==> config.mk <==
export PLATFORM = sky130hd
export DESIGN_NAME = midpoint_circle_rasterizer_core
export DESIGN_NICKNAME = d
export VERILOG_FILES = /design/src/sv/mcr_pkg.sv /design/src/sv/midpoint_circle_rasterizer_core.sv /design/src/sv/mcr_front.sv /design/src/sv/mcr_queue.sv /design/src/sv/mcr_back.sv
export SDC_FILE = /design/constraint.sdc
export NUM_CORES = 1
export LEC_CHECK = 0
export ABC_AREA = 0
export BUFFER_PORTS_ARGS = -buffer_cell sky130_fd_sc_hd__buf_2
export CORE_MARGIN = 2
export CORE_UTILIZATION = 35
export CTS_CLUSTER_SIZE = 28
export DETAILED_ROUTE_END_ITERATION = 8
export GPL_ROUTABILITY_DRIVEN = 0
export SETUP_SLACK_MARGIN = 0.3
export SYNTH_ARGS = -nofsm -noshare
export SYNTH_HDL_FRONTEND = slang
export SYNTH_HIERARCHICAL = 1
export SYNTH_SLANG_ARGS = --single-unit
==> constraint.sdc <==
create_clock -name clk -period 13.18 [get_ports clk]
set_input_delay 2.636 -clock clk [delete_from_list [all_inputs] [get_ports clk]]
set_output_delay 2.636 -clock clk [all_outputs]
set_load 0.1 [all_outputs]
==> src/sv/mcr_pkg.sv <==
`timescale 1ns / 1ps

package mcr_pkg;

  localparam int COORD_BITS = 10;
  localparam int OFF_W      = COORD_BITS + 2;
  localparam int DEC_W      = COORD_BITS + 6;
  localparam int PIX_W      = 12;
  localparam int FIELD_W    = 10;
  localparam int QDEPTH     = 2;

  localparam logic CMD_START = 1'b0;
  localparam logic CMD_STEP  = 1'b1;

  typedef struct packed {
    logic               cmd;
    logic [FIELD_W-1:0] center_x;
    logic [FIELD_W-1:0] center_y;
    logic [FIELD_W-1:0] circle_radius;
  } cmd_t;

  typedef struct packed {
    logic signed [PIX_W-1:0] pixel_x;
    logic signed [PIX_W-1:0] pixel_y;
    logic                    last_of_step;
    logic                    circle_done;
  } pix_t;

  // one octant point with its centre, expanded into eight pixels by the back end
  typedef struct packed {
    logic [COORD_BITS-1:0]   cx;
    logic [COORD_BITS-1:0]   cy;
    logic signed [OFF_W-1:0] x;
    logic signed [OFF_W-1:0] y;
    logic                    done;
  } grp_t;

  typedef struct packed {
    logic full;
    logic valid;
  } q_status_t;

endpackage

==> src/sv/midpoint_circle_rasterizer_core.sv <==
// The back end emits one pixel per cycle, eight per start or live step, from its
//   single-pixel output register, while pix_stall is low and a group is queued;
//   a step with no circle is taken and pushes nothing into the queue.
// A two-entry queue between command decode and pixel expansion keeps commands flowing.
// Reset (rst, synchronous) clears the circle state, the queue and the output valid.
`timescale 1ns / 1ps

module midpoint_circle_rasterizer_core (
  input  logic          clk,
  input  logic          rst,
  input  logic          cmd_valid,
  output logic          cmd_stall,
  input  mcr_pkg::cmd_t cmd,
  output logic          pix_valid,
  input  logic          pix_stall,
  output mcr_pkg::pix_t pix
);

  mcr_pkg::q_status_t q_status;
  logic               push;
  logic               pop;
  mcr_pkg::grp_t      push_grp;
  mcr_pkg::grp_t      pop_grp;

  mcr_front u_front (
    .clk       (clk),
    .rst       (rst),
    .cmd_valid (cmd_valid),
    .cmd_stall (cmd_stall),
    .cmd       (cmd),
    .q_status  (q_status),
    .push      (push),
    .push_grp  (push_grp)
  );

  mcr_queue u_queue (
    .clk      (clk),
    .rst      (rst),
    .push     (push),
    .push_grp (push_grp),
    .pop      (pop),
    .pop_grp  (pop_grp),
    .status   (q_status)
  );

  mcr_back u_back (
    .clk       (clk),
    .rst       (rst),
    .q_status  (q_status),
    .pop_grp   (pop_grp),
    .pop       (pop),
    .pix_valid (pix_valid),
    .pix_stall (pix_stall),
    .pix       (pix)
  );

endmodule

==> src/sv/mcr_front.sv <==
`timescale 1ns / 1ps

module mcr_front (
  input  logic                clk,
  input  logic                rst,
  input  logic                cmd_valid,
  output logic                cmd_stall,
  input  mcr_pkg::cmd_t       cmd,
  input  mcr_pkg::q_status_t  q_status,
  output logic                push,
  output mcr_pkg::grp_t       push_grp
);

  logic                                    active;
  logic [mcr_pkg::COORD_BITS-1:0]          saved_center_x;
  logic [mcr_pkg::COORD_BITS-1:0]          saved_center_y;
  logic signed [mcr_pkg::OFF_W-1:0]        offset_x;
  logic signed [mcr_pkg::OFF_W-1:0]        offset_y;
  logic signed [mcr_pkg::DEC_W-1:0]        decision;

  logic                                    accept;
  logic [mcr_pkg::COORD_BITS-1:0]          r_in;
  logic signed [mcr_pkg::OFF_W-1:0]        xn;
  logic signed [mcr_pkg::OFF_W-1:0]        yn;
  logic signed [mcr_pkg::DEC_W-1:0]        xn_w;
  logic signed [mcr_pkg::DEC_W-1:0]        yn_w;
  logic signed [mcr_pkg::DEC_W-1:0]        dn;
  logic signed [mcr_pkg::DEC_W-1:0]        d_start;
  logic                                    d_pos;
  logic                                    step_done;

  assign cmd_stall = q_status.full;
  assign accept    = cmd_valid && !q_status.full;
  assign r_in      = mcr_pkg::COORD_BITS'(cmd.circle_radius);

  assign d_pos = !decision[mcr_pkg::DEC_W-1] && (decision != '0);

  always_comb begin
    xn = offset_x + mcr_pkg::OFF_W'(1);
    yn = d_pos ? offset_y - mcr_pkg::OFF_W'(1) : offset_y;
    xn_w = mcr_pkg::DEC_W'(xn);
    yn_w = mcr_pkg::DEC_W'(yn);
    if (d_pos) begin
      dn = decision + ((xn_w - yn_w) <<< 2) + mcr_pkg::DEC_W'(10);
    end else begin
      dn = decision + (xn_w <<< 2) + mcr_pkg::DEC_W'(6);
    end
    d_start   = mcr_pkg::DEC_W'(3) - (mcr_pkg::DEC_W'(r_in) << 1);
    step_done = yn < xn;
  end

  // a step with no circle in progress is taken and dropped
  always_comb begin
    push     = 1'b0;
    push_grp = '0;
    if (accept) begin
      unique case (cmd.cmd)
        mcr_pkg::CMD_START: begin
          push          = 1'b1;
          push_grp.cx   = mcr_pkg::COORD_BITS'(cmd.center_x);
          push_grp.cy   = mcr_pkg::COORD_BITS'(cmd.center_y);
          push_grp.x    = '0;
          push_grp.y    = mcr_pkg::OFF_W'(r_in);
          push_grp.done = 1'b0;
        end
        mcr_pkg::CMD_STEP: begin
          push          = active;
          push_grp.cx   = saved_center_x;
          push_grp.cy   = saved_center_y;
          push_grp.x    = xn;
          push_grp.y    = yn;
          push_grp.done = step_done;
        end
        default: push = 1'b0;
      endcase
    end
  end

  always_ff @(posedge clk) begin
    if (rst) begin
      active         <= 1'b0;
      saved_center_x <= '0;
      saved_center_y <= '0;
      offset_x       <= '0;
      offset_y       <= '0;
      decision       <= '0;
    end else if (accept) begin
      if (cmd.cmd == mcr_pkg::CMD_START) begin
        active         <= 1'b1;
        saved_center_x <= mcr_pkg::COORD_BITS'(cmd.center_x);
        saved_center_y <= mcr_pkg::COORD_BITS'(cmd.center_y);
        offset_x       <= '0;
        offset_y       <= mcr_pkg::OFF_W'(r_in);
        decision       <= d_start;
      end else if (active) begin
        offset_x <= xn;
        offset_y <= yn;
        decision <= dn;
        active   <= !step_done;
      end
    end
  end

endmodule

==> src/sv/mcr_queue.sv <==
`timescale 1ns / 1ps

module mcr_queue (
  input  logic               clk,
  input  logic               rst,
  input  logic               push,
  input  mcr_pkg::grp_t      push_grp,
  input  logic               pop,
  output mcr_pkg::grp_t      pop_grp,
  output mcr_pkg::q_status_t status
);

  localparam int PTR_W = (mcr_pkg::QDEPTH > 1) ? $clog2(mcr_pkg::QDEPTH) : 1;
  localparam int CNT_W = $clog2(mcr_pkg::QDEPTH + 1);

  mcr_pkg::grp_t    mem [mcr_pkg::QDEPTH];
  logic [PTR_W-1:0] wr_ptr;
  logic [PTR_W-1:0] rd_ptr;
  logic [CNT_W-1:0] count;

  assign status.full  = (count == CNT_W'(mcr_pkg::QDEPTH));
  assign status.valid = (count != '0);
  assign pop_grp      = mem[rd_ptr];

  always_ff @(posedge clk) begin
    if (push) begin
      mem[wr_ptr] <= push_grp;
    end
  end

  always_ff @(posedge clk) begin
    if (rst) begin
      wr_ptr <= '0;
      rd_ptr <= '0;
      count  <= '0;
    end else begin
      if (push) begin
        wr_ptr <= (wr_ptr == PTR_W'(mcr_pkg::QDEPTH - 1)) ? '0 : wr_ptr + PTR_W'(1);
      end
      if (pop) begin
        rd_ptr <= (rd_ptr == PTR_W'(mcr_pkg::QDEPTH - 1)) ? '0 : rd_ptr + PTR_W'(1);
      end
      unique case ({push, pop})
        2'b10:   count <= count + CNT_W'(1);
        2'b01:   count <= count - CNT_W'(1);
        default: count <= count;
      endcase
    end
  end

  a_no_overflow: assert property (@(posedge clk) disable iff (rst)
    push |-> !status.full || pop)
    else $error("push into full queue");

  a_no_underflow: assert property (@(posedge clk) disable iff (rst)
    pop |-> status.valid)
    else $error("pop from empty queue");

endmodule

==> src/sv/mcr_back.sv <==
`timescale 1ns / 1ps

module mcr_back (
  input  logic               clk,
  input  logic               rst,
  input  mcr_pkg::q_status_t q_status,
  input  mcr_pkg::grp_t      pop_grp,
  output logic               pop,
  output logic               pix_valid,
  input  logic               pix_stall,
  output mcr_pkg::pix_t      pix
);

  mcr_pkg::grp_t                    cur;
  logic                             cur_valid;
  logic [2:0]                       idx;

  logic                             out_free;
  logic                             cur_take;
  logic                             last;
  logic signed [mcr_pkg::OFF_W-1:0] a;
  logic signed [mcr_pkg::OFF_W-1:0] b;
  logic [mcr_pkg::PIX_W-1:0]        cx_w;
  logic [mcr_pkg::PIX_W-1:0]        cy_w;
  logic [mcr_pkg::PIX_W-1:0]        a_w;
  logic [mcr_pkg::PIX_W-1:0]        b_w;
  mcr_pkg::pix_t                    pix_next;

  assign out_free = !pix_valid || !pix_stall;
  assign last     = (idx == 3'd7);
  assign cur_take = !cur_valid || (out_free && last);
  assign pop      = cur_take && q_status.valid;

  // idx[2] swaps the axes, idx[0] negates the column term, idx[1] the row term
  always_comb begin
    a    = idx[2] ? cur.y : cur.x;
    b    = idx[2] ? cur.x : cur.y;
    cx_w = mcr_pkg::PIX_W'(cur.cx);
    cy_w = mcr_pkg::PIX_W'(cur.cy);
    a_w  = mcr_pkg::PIX_W'(a);
    b_w  = mcr_pkg::PIX_W'(b);
    pix_next.pixel_x      = idx[0] ? cx_w - a_w : cx_w + a_w;
    pix_next.pixel_y      = idx[1] ? cy_w - b_w : cy_w + b_w;
    pix_next.last_of_step = last;
    pix_next.circle_done  = last && cur.done;
  end

  always_ff @(posedge clk) begin
    if (pop) begin
      cur <= pop_grp;
    end
    if (out_free && cur_valid) begin
      pix <= pix_next;
    end
  end

  always_ff @(posedge clk) begin
    if (rst) begin
      cur_valid <= 1'b0;
      idx       <= '0;
      pix_valid <= 1'b0;
    end else begin
      if (out_free) begin
        pix_valid <= cur_valid;
        if (cur_valid) begin
          idx <= idx + 3'd1;
        end
      end
      if (cur_take) begin
        cur_valid <= q_status.valid;
      end
    end
  end

  a_idle_idx: assert property (@(posedge clk) disable iff (rst)
    !cur_valid |-> idx == 3'd0)
    else $error("pixel index not at zero while no group is held");

  a_done_on_last: assert property (@(posedge clk) disable iff (rst)
    pix_valid && pix.circle_done |-> pix.last_of_step)
    else $error("circle_done outside the last pixel of a group");

  a_reload_after_last: assert property (@(posedge clk) disable iff (rst)
    pop && $past(cur_valid) && cur_valid |-> last && out_free)
    else $error("group replaced before its eighth pixel");

endmodule
==> results.json <==
{
  "post_cts_buffers": 0,
  "die-height_um": 200,
  "path_cells": "nor4_1, a41o_1, nand2_1, o21ai_1, inv_1, ha_1, nor2b_1, o21ai_1, nand2b_1, a2111oi_4, o31ai_1, xor2_1, ha_1, ha_1, a21o_2, a31o_2, a31o_1, o31a_1, and3_1, mux2i_1, o211ai_1",
  "antenna_cells": 0,
  "antenna_found_initial": 0,
  "max_stage_delay_ns": 0.69,
  "ys_types": 75,
  "root_buffer": "clkbuf_16",
  "finalClockSkew_ns": 0.0143,
  "clk_latency_ns": 0.53,
  "min_period_over_period_pct": 41.2,
  "first_iter_violations": 770,
  "ys_ff_latch": 232,
  "cts_made_buffers": 24,
  "initial_core_util_pct": 35.5,
  "stdcell_count": 1857,
  "critPathArrivalTime_ns": 5.83,
  "drt_first_pass_iters": 5,
  "numClockSinks": 232,
  "ctsLongestPathBuffers": 3,
  "wire_per_inst_um": 17.1,
  "ios": 63,
  "crit_required_ns": 13.57,
  "report.final.slew_viol_count": 0,
  "hold_depth": 2,
  "fill_cells": 3672,
  "tightest_slew_ns": 1.13,
  "regToRegSetupSlack_ns": 7.75,
  "grt_pass1_wl_um": 49600,
  "p_leak_nw": 5.80,
  "gr-usage-met2_pct": 24.7,
  "setup_viol": 0,
  "critPathKind": "register to register",
  "grt_overflow": 0,
  "wirelength_um": 31700,
  "dpl_cell_area_um2": 14300,
  "tns_ns": 0,
  "outcome": "completed",
  "netlist_area_um2": 13400,
  "place.detailed.hpwl_um": 22800,
  "maxCapViolations": 0,
  "multiInputGateArea_um2": 6810,
  "ys_top_cells_by_area": "edfxtp_1 (36%), dfxtp_1 (11%), ha_1 (9.0%)",
  "startpoint_type": "register",
  "grt_max_degree": 73,
  "htreeDepth": 1,
  "synth_top_area_cell": "edfxtp_1",
  "drive_gt1_share_pct": 13.6,
  "grt_usage_pct": 15.8,
  "placement_rows": 71,
  "via_per_inst": 5.19,
  "critPathMaxFanout": 15,
  "grt_pass1_vias": 8930,
  "rsz0062_at_grt": "no",
  "cts_resized": 0,
  "yosys_warnings": 6,
  "grt_use_met3_pct": 1.98,
  "top_usage_layer": "met2",
  "design_area_um2": 15100,
  "die-area_um2": 39900,
  "async_flop_share_pct": 0,
  "cts_tree": "done",
  "die_w_um": 200,
  "post-place-cells": 1813,
  "final_util_pct": 40.0,
  "hold_class": "register to register",
  "worstRegToRegCells": 21,
  "grtUsageMet1_pct": 23.3,
  "crit_top_cell": "ha_1",
  "final_nets": 1464,
  "ys_seq_area_share_pct": 46.6,
  "finalCriticalPeriod_ns": 5.43,
  "antenna_left": 0,
  "core_um2": 37800,
  "hold_buffers": 0,
  "peakVddDrop_mv": 0.245,
  "slowest_stage": "a41o_1",
  "io_buffers": 62,
  "p_per_area_nw_per_um2": 286,
  "synthCells": 1285,
  "max_slew_margin_pct": 24.6,
  "crit_path_end_kind": "register",
  "syn_nets": 1421,
  "area_growth_pct": 12.6,
  "drc_errors": 0,
  "syn_area_per_cell_um2": 10.4,
  "ys.flop_type": "edfxtp_1",
  "yosysTopAreaCellShare_pct": 36.0,
  "clk_pin_slew_ns": 0.06,
  "timing.final.hold_violations": 0,
  "seqCellArea_um2": 6260,
  "timing.fmax_ghz": 0.184,
  "vias": 9643,
  "synth_edf_count": 161
}
==> cell usage after synthesis, types with 6 or more instances <==
cell type,instances
edfxtp_1,161
nor2_1,140
a21oi_1,102
nand2_1,98
ha_1,96
dfxtp_1,71
xnor2_1,62
mux2_2,49
mux2i_1,45
o21ai_0,43
clkbuf_1,41
xor2_1,41
inv_1,39
nor3_1,32
a211oi_1,21
a21o_1,16
nand3_1,16
nor2b_1,16
o211ai_1,13
o21a_1,13
nor4_1,12
nand2b_1,11
or3_1,11
a22oi_1,10
a31oi_1,10
o31ai_1,8
buf_2,7
and3_1,6
==> layout make-up <==
cell class,count,area share (%)
multi-input cells,957,45.1
inverters,40,0.994
flip-flops and latches,232,41.4
clock inverters,11,1.18
well taps,511,4.23
clock buffers,33,4.46
repair buffers,73,2.60
==> cell families (layout without fill, tap and decap cells) <==
group	Yosys count	in the layout	synth area share (%)
simple gates	377	377	13.2
compound gates	282	282	13.5
flops	232	232	46.6
xor+xnor	103	103	6.72
fa+ha+maj	101	101	9.70
buf+inv	96	157	2.84
mux	94	94	7.47
==> sequential cells by signal (all words and copies together), names as in the netlist, named ones only <==
signal                  flops
u_front/offset_y           12
u_front/saved_center_x     10
u_front/decision           16
u_front/active              1
u_queue/wr_ptr              1
u_front/saved_center_y     10
u_back/cur                 45
u_queue/mem                90
u_back/idx                  3
u_queue/count               2
u_back/pix                 26
u_queue/rd_ptr              1
u_back/cur_valid            1
u_back/pix_valid            1
u_front/offset_x           12
==> critical path, delay by kind of cell (launching register included) <==
family | cells | cell delay [ns]
muxes | 1 | 0.13
xor gates and xnor gates | 1 | 0.20
DFF | 1 | 0.35
AOI/OAI and AO/OA | 10 | 2.61
and+or+nand+nor | 5 | 1.07
adders and majority gates | 3 | 0.87
buffers and inverters | 1 | 0.08
==> power breakdown <==
| part | total [mW] | internal (mW) | switching, mW |
|---|---|---|---|
| logic | 2.36 | 0.882 | 1.48 |
| registers | 1.24 | 1.08 | 0.156 |
| clock network | 0.724 | 0.439 | 0.285 |
| total | 4.32 | 2.40 | 1.92 |
==> worst paths after layout <==
path,from,endpoint
worst max-delay path,u_front/decision[1],u_front/decision[15]
worst min-delay path,u_front/saved_center_y[8],u_front/saved_center_y[8]
worst max register to register,u_front/decision[1],u_front/decision[15]
worst min register to register,u_front/saved_center_y[8],u_front/saved_center_y[8]
==> placed cells by master, fill, tap and decap left out, types with 10 or more instances in the layout <==
| cell | instances |
|---|---|
| xor2_1 | 41 |
| buf_4 | 11 |
| mux2_2 | 49 |
| a211oi_1 | 21 |
| dfxtp_1 | 69 |
| a21oi_1 | 101 |
| nand2b_1 | 11 |
| a31oi_1 | 10 |
| nor2b_1 | 16 |
| nor4_1 | 12 |
| nand3_1 | 16 |
| a21o_1 | 16 |
| o21a_1 | 13 |
| edfxtp_1 | 161 |
| a22oi_1 | 10 |
| inv_1 | 39 |
| mux2i_1 | 45 |
| or3_1 | 11 |
| buf_2 | 62 |
| o211ai_1 | 13 |
| xnor2_1 | 62 |
| o21ai_0 | 43 |
| clkbuf_16 | 24 |
| ha_1 | 96 |
| nand2_1 | 98 |
| nor2_1 | 139 |
| nor3_1 | 32 |
==> metrics by stage <==
stage | setup slack, ns | hold slack, ns | total power [mW]
after floorplan | 6.93 | 0.436 | 3.09
after global placement | 7.54 | 0.441 | 3.57
after detailed placement | 7.31 | 0.446 | 3.60
after CTS | 7.76 | 0.454 | 4.34
after global routing | 7.32 | 0.476 | 4.64
final | 7.75 | 0.452 | 4.32
==> metal layers <==
layer / routed length [um] / vias to the layer above
li1: - / 4782
met1: 15500 / 4595
met2: 14200 / 226
met3: 1410 / 40
met4: 590 / 0
met5: 0 / -
Note: power is estimated with default switching activity, not from simulation.
